**config.mk**
```make
export PLATFORM = sky130hd
export DESIGN_NAME = dual_side_mailbox_flag_registers
export DESIGN_NICKNAME = d
export VERILOG_FILES = /design/src/dsmf_pkg.sv /design/src/dual_side_mailbox_flag_registers.sv /design/src/dsmf_access.sv
export SDC_FILE = /design/constraint.sdc
export NUM_CORES = 1
export LEC_CHECK = 0
export BUFFER_PORTS_ARGS = -buffer_cell sky130_fd_sc_hd__buf_2
export CORE_MARGIN = 2
export CORE_UTILIZATION = 50
export DETAILED_ROUTE_END_ITERATION = 7
export GPL_ROUTABILITY_DRIVEN = 0
export PLACE_DENSITY = 0.68
export REMOVE_ABC_BUFFERS = 1
export SLEW_MARGIN = 20
export SYNTH_ARGS = -nofsm -noshare
export SYNTH_HDL_FRONTEND = slang
export SYNTH_SLANG_ARGS = --single-unit
```
**constraint.sdc**
```tcl
create_clock -name aclk -period 2.8 [get_ports aclk]
set_clock_uncertainty 0.15 [all_clocks]
set_input_delay 0.42 -clock aclk [delete_from_list [all_inputs] [get_ports aclk]]
set_output_delay 0.42 -clock aclk [all_outputs]
set_load 0.02 [all_outputs]
```
**src/dsmf_pkg.sv**
```systemverilog
package dsmf_pkg;

    // Access direction.
    localparam logic OP_READ  = 1'b0;
    localparam logic OP_WRITE = 1'b1;

    // Register select codes.
    localparam logic [1:0] REG_COMMAND = 2'd0;
    localparam logic [1:0] REG_MTS     = 2'd1;
    localparam logic [1:0] REG_STM     = 2'd2;
    localparam logic [1:0] REG_CONTROL = 2'd3;

    // Accessor codes. The fourth code behaves like the raw side.
    localparam logic [1:0] SIDE_MAIN      = 2'd0;
    localparam logic [1:0] SIDE_SUB       = 2'd1;
    localparam logic [1:0] SIDE_RAW       = 2'd2;
    localparam logic [1:0] SIDE_RAW_ALIAS = 2'd3;

    // Control register constants.
    localparam logic [31:0] CTRL_MAIN_RD_OR = 32'hF000_0102;
    localparam logic [31:0] CTRL_SUB_RD_OR  = 32'hF000_0002;
    localparam logic [15:0] CTRL_SUB_HALF_OR = 16'h0002;
    localparam logic [31:0] CTRL_TOGGLE_MASK = 32'h0000_00F0;
    localparam logic [31:0] CTRL_BIT5       = 32'h0000_0020;
    localparam logic [31:0] CTRL_BIT7       = 32'h0000_0080;
    localparam logic [31:0] CTRL_NIBBLE_CLR = 32'h0000_F000;
    localparam logic [31:0] CTRL_NIBBLE_SET = 32'h0000_2000;
    localparam logic [31:0] CTRL_MAIN_KEEP  = 32'hFFFF_FEFF;
    localparam logic [31:0] CTRL_MAIN_BIT8  = 32'h0000_0100;

    typedef struct packed {
        logic [31:0] command;
        logic [31:0] mts_flags;
        logic [31:0] stm_flags;
        logic [31:0] control;
    } regs_t;

    // Sub-side control update: optional nibble force, then toggle of the bits
    // of 7:4 named by the data as a group, depending on whether any is set.
    function automatic logic [31:0] sub_control(input logic [31:0] cur,
                                                input logic [31:0] data);
        logic [31:0] m;
        logic [31:0] c;
        begin
            m = data & CTRL_TOGGLE_MASK;
            c = cur;
            if (((data & CTRL_BIT5) != '0) || ((data & CTRL_BIT7) != '0)) begin
                c = (c & ~CTRL_NIBBLE_CLR) | CTRL_NIBBLE_SET;
            end
            if ((c & m) != '0) begin
                c = c & ~m;
            end else begin
                c = c | m;
            end
            return c;
        end
    endfunction

endpackage

```
**src/dual_side_mailbox_flag_registers.sv**
```systemverilog
// Dual-side mailbox and flag register file.
//
// Four 32-bit registers (command, main-to-sub flags, sub-to-main flags and
// control) are shared by a main processor, a sub processor and a raw
// accessor. Each item on the s_ channel is one read or write access; each
// produces exactly one item on the m_ channel carrying the read data, which
// is zero for writes and zero-extended for half-word reads.
//
// The access is decoded, the selected register read and its new value
// computed in a single pass of logic; the register file updates at the
// accepting edge and the read data lands in the output register, ready in
// the cycle after acceptance. The next access sees the updated registers,
// so one item is accepted every cycle while the receiver keeps up.
//
// When the receiver stalls, the read data waits in the output register and
// s_ready stays high only if that register is being drained in the same
// cycle; otherwise input is held off until m_ready returns.
//
// Synchronous active-low reset clears all four registers and empties the
// output register.
module dual_side_mailbox_flag_registers (
    input  logic        aclk,
    input  logic        aresetn,
    input  logic        s_valid,
    output logic        s_ready,
    input  logic        s_op,
    input  logic [1:0]  s_reg_sel,
    input  logic [1:0]  s_side,
    input  logic        s_is_half,
    input  logic        s_half_index,
    input  logic [31:0] s_wdata,
    output logic        m_valid,
    input  logic        m_ready,
    output logic [31:0] m_rdata
);
    import dsmf_pkg::*;

    regs_t       regs_reg;
    regs_t       regs_next;
    logic [31:0] rdata_reg;
    logic [31:0] rdata_next;
    logic        m_valid_reg;
    logic        s_accept;

    // The output register can take a new item when it is empty or being
    // emptied in this cycle.
    assign s_ready  = !m_valid_reg || m_ready;
    assign s_accept = s_valid && s_ready;
    assign m_valid  = m_valid_reg;
    assign m_rdata  = rdata_reg;

    dsmf_access u_access (
        .op         (s_op),
        .reg_sel    (s_reg_sel),
        .side       (s_side),
        .is_half    (s_is_half),
        .half_index (s_half_index),
        .wdata      (s_wdata),
        .regs_cur   (regs_reg),
        .regs_new   (regs_next),
        .rdata      (rdata_next)
    );

    always_ff @(posedge aclk) begin
        if (!aresetn) begin
            regs_reg    <= '0;
            m_valid_reg <= 1'b0;
        end else begin
            if (s_accept) begin
                regs_reg    <= regs_next;
                m_valid_reg <= 1'b1;
            end else if (m_ready) begin
                m_valid_reg <= 1'b0;
            end
        end
    end

    // Read data carries no reset; it is qualified by m_valid.
    always_ff @(posedge aclk) begin
        if (s_accept) begin
            rdata_reg <= rdata_next;
        end
    end

endmodule

```
**src/dsmf_access.sv**
```systemverilog
module dsmf_access (
    input  logic                 op,
    input  logic [1:0]           reg_sel,
    input  logic [1:0]           side,
    input  logic                 is_half,
    input  logic                 half_index,
    input  logic [31:0]          wdata,
    input  dsmf_pkg::regs_t      regs_cur,
    output dsmf_pkg::regs_t      regs_new,
    output logic [31:0]          rdata
);
    import dsmf_pkg::*;

    logic [31:0] cur;
    logic [31:0] upd;
    logic [15:0] half_rd;
    logic [31:0] word_rd;
    logic [31:0] sub_lo;
    logic        ctrl_sub_lo;

    assign ctrl_sub_lo = (reg_sel == REG_CONTROL) && (side == SIDE_SUB) && !half_index;

    always_comb begin
        case (reg_sel)
            REG_COMMAND: cur = regs_cur.command;
            REG_MTS:     cur = regs_cur.mts_flags;
            REG_STM:     cur = regs_cur.stm_flags;
            default:     cur = regs_cur.control;
        endcase
    end

    // Read path.
    always_comb begin
        half_rd = half_index ? cur[31:16] : cur[15:0];
        if (ctrl_sub_lo) begin
            half_rd = half_rd | CTRL_SUB_HALF_OR;
        end
        word_rd = cur;
        if (reg_sel == REG_CONTROL) begin
            if (side == SIDE_MAIN) begin
                word_rd = cur | CTRL_MAIN_RD_OR;
            end else if (side == SIDE_SUB) begin
                word_rd = cur | CTRL_SUB_RD_OR;
            end
        end
        if (op == OP_WRITE) begin
            rdata = '0;
        end else if (is_half) begin
            rdata = {16'h0000, half_rd};
        end else begin
            rdata = word_rd;
        end
    end

    // Write path: new value of the selected register.
    always_comb begin
        sub_lo = sub_control({16'h0000, cur[15:0]}, {16'h0000, wdata[15:0]});
        upd    = cur;
        if (is_half) begin
            if (ctrl_sub_lo) begin
                upd = {cur[31:16], sub_lo[15:0]};
            end else if (half_index) begin
                upd = {wdata[15:0], cur[15:0]};
            end else begin
                upd = {cur[31:16], wdata[15:0]};
            end
        end else begin
            case (reg_sel)
                REG_COMMAND: begin
                    if (side != SIDE_SUB) upd = wdata;
                end
                REG_MTS: begin
                    if (side == SIDE_MAIN)     upd = cur | wdata;
                    else if (side == SIDE_SUB) upd = cur & ~wdata;
                    else                       upd = wdata;
                end
                REG_STM: begin
                    if (side == SIDE_MAIN)     upd = cur & ~wdata;
                    else if (side == SIDE_SUB) upd = cur | wdata;
                    else                       upd = wdata;
                end
                default: begin
                    if (side == SIDE_MAIN) begin
                        upd = (cur & CTRL_MAIN_KEEP) | (wdata & CTRL_MAIN_BIT8);
                    end else if (side == SIDE_SUB) begin
                        upd = sub_control(cur, wdata);
                    end else begin
                        upd = wdata;
                    end
                end
            endcase
        end
    end

    always_comb begin
        regs_new = regs_cur;
        if (op == OP_WRITE) begin
            case (reg_sel)
                REG_COMMAND: regs_new.command   = upd;
                REG_MTS:     regs_new.mts_flags = upd;
                REG_STM:     regs_new.stm_flags = upd;
                default:     regs_new.control   = upd;
            endcase
        end
    end

endmodule

```
---- Word-level counts from Yosys, hierarchy flattened ----
Cells that the tools add are included.
storage, ports and cells
  flip-flop bits (word level) ............. 161
  bits of input ports ..................... 43
  output and inout bits ................... 34
  logic and storage cells ................. 70
operators by class
  bitwise operators ....................... 12
  multiplexer cells ....................... 28
  reduce and logical (&&, ||, !) cells .... 18
  eq/ne operators ......................... 5
operators by type and width
  kind                  number
  $mux W32              18
  $pmux W32 S3          2
  $mux W16              5
  $and A32 B32 Y32      2
  $reduce_bool A32 Y1   2
  $and A32 B8 Y32       1
  $not A32 Y32          1
  $not A8 Y32           1
  $or A32 B32 Y32       1
  $or A32 B8 Y32        1
  $or A32 B9 Y32        1
  $and A16 B16 Y16      1
  $and A16 B8 Y16       1
  $or A16 B8 Y16        1
  $reduce_and A3 Y1     4
  $eq A2 B1 Y1 const B  2
  $eq A2 B2 Y1 const B  2
  $logic_not A2 Y1      2
  $logic_and A1 B1 Y1   3
  $reduce_or A3 Y1      1
  $logic_not A1 Y1      2
  $logic_or A1 B1 Y1    2
  $mux W1               2
  $mux W2               1
  other kinds (4)       4

---- Longest topological paths before layout ----
Gate-level depths: netlist (run 1).
  depth in word-level cells ............... 14
  mapped depth ............................ 11
  mapped depth without buffers ............ 6

---- Modules after synthesis ----
Synthesis (run 1) repeated with hierarchy kept, for this count alone.
unflattened totals
  cell total of the unflattened synthesis .. 1424
  area, all modules ....................... 11056.9 um^2
by module, submodules not included
  module                            cells an instance  area each (um^2)  times used
  dual_side_mailbox_flag_registers  593                6097.1            1
  dsmf_access                       831                4959.8            1

---- Worst setup path after synthesis (run 1) ----
OpenSTA, ideal clock, no wires.
  path kind ............................... in2reg
  from .................................... in s_half_index
  to ...................................... reg rdata_reg[14], in the netlist m_rdata[14], data pin
  data arrival time ....................... 1835 ps
  stages on the path ...................... 7
  setup slack ............................. 549 ps
  required time ........................... 2384 ps
  setup time .............................. 266 ps
  path through ............................ clkbuf_1 -> clkbuf_1 -> buf_1 -> nand2_1 -> clkbuf_1 -> a21oi_1 -> nor2_1
between the ends
  cells in the longest elaborated chain, start to end .. 2
ends and longest elaborated chain
  item                    RTL line                                source
  start: declaration      dual_side_mailbox_flag_registers.sv:30  input logic s_half_index,
  $mux W16                dsmf_access.sv:34                       half_rd = half_index ? cur[31:16] : cur[15:0];
  $mux W16                dsmf_access.sv:48                       end else if (is_half) begin
  end signal: assignment  dual_side_mailbox_flag_registers.sv:81  rdata_reg <= rdata_next;
  end: declaration        dual_side_mailbox_flag_registers.sv:40  logic [31:0] rdata_reg;
Every way passes these cells.
A chain may end at the register's enable or synchronous reset.

---- Worst setup path in the final report (run 1) ----
  from .................................... in s_reg_sel[0]
  to ...................................... reg regs_reg[110] (netlist name)
between the ends
  cells in the longest elaborated chain, start to end .. 14
ends and longest elaborated chain
  item                                        RTL line                                source
  start: declaration                          dual_side_mailbox_flag_registers.sv:27  input logic [1:0] s_reg_sel,
  $eq A2 B2 Y1, or another cell as far along  dsmf_access.sv:24, dsmf_access.sv:68
  $pmux W32 S3                                dsmf_access.sv:24                       case (reg_sel)
  $mux W16                                    dsmf_pkg.sv:47                          if (((data & CTRL_BIT5) != '0) || ((data & CTRL_BIT7) != '0)) begin
  $mux W32                                    dsmf_access.sv:85                       end else if (side == SIDE_SUB) begin
  $mux W32                                    dsmf_access.sv:83                       if (side == SIDE_MAIN) begin
  $mux W32                                    dsmf_access.sv:68                       case (reg_sel)
  $mux W32                                    dsmf_access.sv:59                       if (is_half) begin
  $and A32 B8 Y32                             dsmf_pkg.sv:50                          if ((c & m) != '0) begin
  $reduce_bool A32 Y1                         dsmf_pkg.sv:50
  $mux W32                                    dsmf_pkg.sv:50
  $mux W32                                    dsmf_access.sv:85
  $mux W32                                    dsmf_access.sv:83
  $pmux W32 S3                                dsmf_access.sv:68
  $mux W32                                    dsmf_access.sv:59
  end signal: assignment                      dual_side_mailbox_flag_registers.sv:70  regs_reg <= regs_next;
  end: declaration                            dual_side_mailbox_flag_registers.sv:38  regs_t regs_reg;
Parallel ways exist; a longest one is shown, timed or not. The select of a mux whose other input is x is not followed.

==> reports/results.txt, run 1 <==
Drt total wl - 34,100 um
EDFF count, synth - 32
Crit Reg-Reg Startpoint - m_valid$_SDFFE_PN0P_
Core Box Area - 0.0195 mm^2
Clock sinks - 161
Worst vdd ir - 0.384 mV
Setup TNS - 0 ns
Clock transition at path regs - 0.07 ns
Min-Delay Path Class - input pin to flop
Largest net degree at the start of global routing - 60
Worst-path cell chain - buf_4, buf_4, and4b_1, nor2_2, buf_4, a221oi_1, o31ai_1
# IOs - 77
DRC - 0
Finished Core Util - 58.4%
Initial antenna violation count - 1
Syn avg cell area - 8.56 um^2
Logic pwr share - 17.5%
Total CTS buffers - 17
Hold_sp - s_valid
Critical Path Source Type - input pin
CTS tree - done
Top cell by count, worst path - buf_4
Vias - 9,929
Critical path capture point type - flop
Final setup fails - 0
Max-cap violations - 0
Horiz. Die Dim - 145 um
CTS hold repair buffers - 0
CTS H-tree lvls - 4
Post-cts resize count - 0
Initial DRC count - 1,130
Worst Path Max Fanout - 29
Row cnt - 51
CTS root buf - clkbuf_16
Switching power - 1.73 mW
DP HPWL - 22,900 um
Top_reg_cell synth - dfxtp_1
Max Root-Sink Buffers - 2
Netlist Area Pre-Place - 0.00990 mm^2
Die height - 145 um
Hold Fails Final Rpt - 0
Crit Path Category - input pin to flop
Sw Share - 29.8%
Max incr delay on CP - 0.63 ns
Initial Util - 50.9%
Grt total ovfl - 0
Vias per cell - 6.57
Post-synth ARST share - 0%
Critical path data required time - 2.94 ns
RSZ-0062 raised after global routing - no
Routed len/inst - 22.6 um
Data arrival, critical path - 2.52 ns
Sequential cell area fraction in the yosys report - 35.8%
Vias in the first global route - 9,111
Crit share post-route - 85.1%
Peak Freq - 420 MHz
Clock power frac - 40.2%
Reg power frac - 42.4%
Syn Inst Count - 1,157
Pleak - 4.26 nW
Global-route wire length before repair - 52,000 um
Max FFs per register - 128
Crit-path slowest cell - a221oi_1
Share of cells above drive strength 1 - 21.3%
Port Buf Inserts - 76
Slew margin rel. - 55.0%
Nets@finish - 1,275
Internal - 4.08 mW
Max-slew violations - 0
Yosys cell types - 88
Synth Register Bits - 161
Measured slew at the worst slew-check pin - 0.675 ns
Pre-antenna DRT Iters - 5
Antenna Nets Post-Route - 0
Outcome - complete, no violations
Post-CTS setup buffers - 0
CP startpoint - s_reg_sel[0]
Synth-to-Final Area Change - 14.7%
Die ar. - 0.0209 mm^2
Worst-Skew Late Latency - 0.44 ns
Yosys Warn Count - 0
Crit path time final - 2.38 ns
P per Cell Area - 511 mW/mm^2
Gr usage total - 32.8%
==> path summary, 6_finish.rpt <==
kind | endpoint | slack (ns) | cells after the start
max | regs_reg[110]$_SDFFE_PN0P_ | 0.42 | 7
min | m_valid$_SDFFE_PN0P_ | 0.09 | 3
max reg2reg | regs_reg[15]$_SDFFE_PN0P_ | 0.55 | 5
min reg2reg | regs_reg[102]$_SDFFE_PN0P_ | 0.30 | 2
==> power groups by stage <==
| stage | Combinational (mW) | Clock [mW] | Sequential, mW |
|---|---|---|---|
| 2_1_floorplan | 0.473 | 0 | 2.54 |
| 3_3_place_gp | 0.972 | 0 | 2.51 |
| 3_5_place_dp | 0.980 | 0 | 2.51 |
| 4_1_cts | 0.987 | 2.34 | 2.46 |
| 5_1_grt | 1.07 | 2.45 | 2.47 |
| 6_report | 1.01 | 2.33 | 2.46 |
==> synthesized netlist by cell type (all sizes together), types with 3 or more instances <==
library cell | number | area share (%)
a2111oi | 8 | 1.2
a211oi | 18 | 1.5
a21boi | 3 | 0.23
a21oi | 102 | 5.4
a221o | 7 | 0.71
a221oi | 17 | 1.6
a22o | 10 | 0.88
a22oi | 21 | 1.7
a2bb2oi | 29 | 2.6
a311oi | 4 | 0.35
a31o | 3 | 0.27
a31oi | 5 | 0.32
a32oi | 3 | 0.34
and2 | 12 | 0.76
and3 | 4 | 0.25
buf | 45 | 3.6
clkbuf | 60 | 2.3
dfxtp | 129 | 26
edfxtp | 32 | 9.7
inv | 18 | 0.71
mux2 | 12 | 1.4
mux2i | 68 | 7.2
mux4 | 12 | 2.8
nand2 | 160 | 6.1
nand2b | 8 | 0.53
nand3 | 42 | 2.1
nand3b | 4 | 0.30
nor2 | 110 | 4.3
nor2b | 11 | 0.69
nor3 | 25 | 1.7
o211ai | 9 | 0.73
o21a | 5 | 0.38
o21ai | 59 | 3.0
o221ai | 4 | 0.35
o22ai | 12 | 0.82
o2bb2ai | 18 | 1.6
o31a | 4 | 0.35
o31ai | 33 | 2.5
o32ai | 3 | 0.27
==> layout by cell type (no fill, tap or decap), drive strengths merged, types with 7 or more instances in the layout <==
| cell | instances |
|---|---|
| nand3 | 42 |
| inv | 24 |
| edfxtp | 32 |
| nor3 | 25 |
| a221o | 7 |
| mux2i | 68 |
| nor2b | 11 |
| nor2 | 110 |
| a21oi | 102 |
| o21ai | 59 |
| mux4 | 12 |
| a2111oi | 8 |
| o211ai | 9 |
| a22oi | 21 |
| clkbuf | 18 |
| a211oi | 18 |
| nand2b | 8 |
| o22ai | 12 |
| buf | 161 |
| a22o | 10 |
| o2bb2ai | 18 |
| clkinv | 8 |
| dfxtp | 129 |
| and2 | 12 |
| nand2 | 160 |
| mux2 | 12 |
| o31ai | 33 |
| a2bb2oi | 29 |
| a221oi | 17 |
==> through the flow <==
step / instance area, um^2 / std cells / setup WS (ns) / hold slack (ns) / power [mW]
finish: 11400 / 1511 / 0.418 / 0.0914 / 5.81
global route: 11400 / 1510 / 0.187 / 0.107 / 5.99
CTS: 11400 / 1510 / 0.490 / 0.0833 / 5.79
detailed placement: 10800 / 1478 / 0.0322 / 0.295 / 3.49
global placement: 10800 / 1478 / 0.0650 / 0.293 / 3.48
floorplan: 9320 / 1052 / 0.117 / 0.283 / 3.01
==> area by class of cell <==
| type | count | area, um^2 |
|---|---|---|
| multi-input combinational | 872 | 5700 |
| clock inverter | 14 | 124 |
| clock buffer | 18 | 450 |
| inverter | 19 | 73.8 |
| antenna | 1 | 2.50 |
| timing repair buffer | 161 | 1140 |
| fill | 1769 | 8100 |
| sequential | 161 | 3540 |
| tap | 265 | 332 |
==> cell families (layout without fill, tap and decap cells) <==
group / Yosys count / count (layout) / share of synthesized area [%]
AOI/OAI and AO/OA: 388 / 388 / 28.1
xor gates and xnor gates: 1 / 1 / 0.0885
adders and majority gates: 1 / 1 / 0.101
buffers and inverters: 124 / 212 / 6.67
DFF: 161 / 161 / 35.8
muxes: 92 / 92 / 11.4
other: 0 / 1 / 0
and+or+nand+nor: 390 / 390 / 17.9
==> layer usage <==
metal | up-vias | track usage (%) | wire length, um
met4 | 2 | 15.4 | 1480
met3 | 119 | 7.21 | 3710
met2 | 619 | 49.3 | 14800
li1 | 4445 | - | -
met5 | - | 0 | 8
met1 | 4744 | 45.0 | 14100
==> critical path, delay by kind of cell <==
family	cells	cell delay (ns)
buf+inv	3	0.91
compound gates	2	0.79
simple gates	2	0.36
Power figures use the tool's default switching activity.
==> run 2: changes to the inputs <==
--- a/config.mk
+++ b/config.mk
@@ -8,7 +8,9 @@
 export BUFFER_PORTS_ARGS = -buffer_cell sky130_fd_sc_hd__buf_2
+export CELL_PAD_IN_SITES_DETAIL_PLACEMENT = 1
+export CELL_PAD_IN_SITES_GLOBAL_PLACEMENT = 1
 export CORE_MARGIN = 2
-export CORE_UTILIZATION = 50
+export CORE_UTILIZATION = 46
 export DETAILED_ROUTE_END_ITERATION = 7
 export GPL_ROUTABILITY_DRIVEN = 0
-export PLACE_DENSITY = 0.68
+export PLACE_DENSITY_LB_ADDON = 0.1
 export REMOVE_ABC_BUFFERS = 1
==> constraint.sdc (replaced) <==
create_clock -name aclk -period 2.8 [get_ports aclk]
set_clock_uncertainty 0.15 [all_clocks]
set_input_delay 0.14 -clock aclk [delete_from_list [all_inputs] [get_ports aclk]]
set_output_delay 0.14 -clock aclk [all_outputs]
set_load 0.02 [all_outputs]
==> run 2 against run 1 <==
Power shrank 1.1%; sequential power is essentially flat; critical path depth is the same; critical endpoint is now regs_reg[6]$_SDFFE_PN0P_.
==> reports/results.txt, run 2 (synthesis gave the netlist of run 1 again) <==
Outcome - complete, no violations
Max-cap violations - 0 (unchanged)
Switching power - 1.76 mW (+2.1%)
Gr usage total - 34.3% (+1.4 points)
Initial antenna violation count - 0 (-1)
Commonest cells after routing, fill and taps aside - 158 x nand2_1, 129 x dfxtp_1, 105 x nor2_1
Crit path time final - 2.33 ns (-0.0480 ns)
Synth-to-Final Area Change - 13.4%
CTS root buf - clkbuf_16
Worst hold endpoint - regs_reg[57]$_SDFFE_PN0P_
Global Route met1 Usage - 46.4% (+1.5 points)
# IOs - 77 (unchanged)
Worst-Skew Late Latency - 0.44 ns (about the same)
R2R cell count - 5 (unchanged)
Die ar. - 0.0227 mm^2 (+8.4%)
Post-cts resize count - 0 (unchanged)
Crit Reg-Reg Startpoint - m_valid$_SDFFE_PN0P_
Critical Path Source Type - input pin
Data arrival, critical path - 2.52 ns (about the same)
Core Box Area - 0.0211 mm^2 (+8.4%)
Pleak - 4.17 nW (-2.2%)
Vias in the first global route - 9,986 (+9.6%)
Min-Delay Path Class - input pin to flop
Crit Path Category - input pin to flop
Antenna Nets Post-Route - 0 (unchanged)
Logic pwr share - 17.8% (+0.3 points)
Share of cells above drive strength 1 - 20.1% (-1.2 points)
Internal - 3.98 mW (-2.5%)
Clock power frac - 39.3% (-0.9 points)
RSZ-0062 raised after global routing - no
Routed len/inst - 25.4 um (+13%)
Hold Fails Final Rpt - 0 (unchanged)
Clock sinks - 161 (unchanged)
ANT cells - 0 (-1)
R2R setup slack - 0.57 ns (+0.02 ns)
Crit share post-route - 83.3% (-1.7 points)
Final setup fails - 0 (unchanged)
Post-Layout Cell Count - 1,507 (-0.26%)
Worst Path Max Fanout - 42 (+45%)
P per Cell Area - 511 mW/mm^2 (about the same)
Drt total wl - 38,300 um (+12%)
DRC - 0 (unchanged)
Largest net degree at the start of global routing - 60 (unchanged)
Max Root-Sink Buffers - 2 (unchanged)
Sw Share - 30.7% (+0.97 points)
FF-to-FF End - regs_reg[15]$_SDFFE_PN0P_
CTS H-tree lvls - 4 (unchanged)
Vias per cell - 6.59 (+0.26%)
Most used routing layer - met2
Hold Path Depth - 3 (unchanged)
Global-route wire length before repair - 59,000 um (+13%)
Slew margin rel. - 48.0% (-7.0 points)
CTS tree - done
Measured slew at the worst slew-check pin - 0.777 ns (+0.103 ns)
Peak Freq - 429 MHz (+2.1%)
Dpl cells - 1,472 (-0.41%)
Worst vdd ir - 0.338 mV (-12%)
Clock transition at path regs - 0.07 ns (about the same)
Vias - 9,928 (-0.010%)
Row cnt - 53 (+3.9%)
Critical path capture point type - flop
Filler cell count - 2,534 (+43%)
Met3 global-route usage - 7.39% (+0.19 points)
Critical path data required time - 2.98 ns (+0.04 ns)
Horiz. Die Dim - 151 um (+4.1%)
DP HPWL - 25,600 um (+12%)
Commonest non-fill, non-tap cell in the layout - nand2_1
Initial Util - 47.0% (-3.9 points)
Max FFs per register - 128 (unchanged)
Nets@finish - 1,262 (-1.0%)
GRT met2 Usage - 54.6% (+5.3 points)
Grt total ovfl - 0 (unchanged)
CP startpoint - s_reg_sel[0]
Pre-antenna DRT Iters - 6 (+1)
Reg power frac - 42.9% (+0.5 points)
Max-slew violations - 0 (unchanged)
Total CTS buffers - 17 (unchanged)
Initial DRC count - 913 (-19%)
Port Buf Inserts - 76 (unchanged)
Hold_sp - s_wdata[25]
Setup TNS - 0 ns (unchanged)
Die height - 151 um (+4.1%)
-- run 2: power groups by stage --
stage | sequential [mW] | clock, mW | combinational [mW]
floorplan | 2.54 | 0 | 0.473
global placement | 2.51 | 0 | 0.976
detailed placement | 2.51 | 0 | 0.991
CTS | 2.46 | 2.28 | 1.00
global route | 2.47 | 2.38 | 1.09
finish | 2.46 | 2.26 | 1.02
-- run 2: worst max path at each step --
stage                                 end  slack, ns  cells past startpoint
2_1_floorplan  regs_reg[127]$_SDFFE_PN0P_       0.18                      5
3_3_place_gp    regs_reg[32]$_SDFFE_PN0P_       0.17                      9
3_5_place_dp     regs_reg[6]$_SDFFE_PN0P_       0.08                      7
4_1_cts          regs_reg[6]$_SDFFE_PN0P_       0.53                      7
5_1_grt          regs_reg[6]$_SDFFE_PN0P_       0.22                      7
6_report         regs_reg[6]$_SDFFE_PN0P_       0.47                      7
-- run 2: timing repair --
action                                  in CTS  in global routing
endpoints found under the setup margin       0                  0
endpoints found under the hold margin        2                  0
setup buffers                                0                  0
hold buffers                                 3                  0
-- run 2: layout make-up --
class	count	area [um^2]	area share, %
inverter	19	73.8	0.657
multi-input combinational	872	5700	50.8
timing repair buffer	148	1020	9.09
clock buffer	20	457	4.07
clock inverter	12	91.3	0.813
tap	275	344	3.06
sequential	161	3540	31.5
-- run 2: layer usage --
| metal | wire [um] | share of wire (%) |
|---|---|---|
| met4 | 963 | 2.5 |
| met3 | 3180 | 8.3 |
| met2 | 17700 | 46 |
| met1 | 16500 | 43 |
| met5 | 0 | 0 |
-- run 2: per-stage QoR --
step / worst slack, ns / power [mW] / instance area [um^2] / utilization (%) / hold WS (ns)
finish: 0.466 / 5.74 / 11200 / 53.3 / 0.0420
global route: 0.222 / 5.93 / 11200 / 53.3 / 0.0900
CTS: 0.535 / 5.74 / 11200 / 53.3 / 0.0327
detailed placement: 0.0787 / 3.50 / 10700 / 50.5 / 0.267
global placement: 0.169 / 3.49 / 10700 / 50.5 / 0.255
floorplan: 0.180 / 3.01 / 9320 / - / 0.119
-- run 2: worst max-delay path, stage by stage --
cell       delay, ns
buf_4           0.52
buf_4           0.32
mux2i_1         0.28
mux2i_1         0.26
a2111oi_0       0.47
nor2_1          0.17
o31a_1          0.31
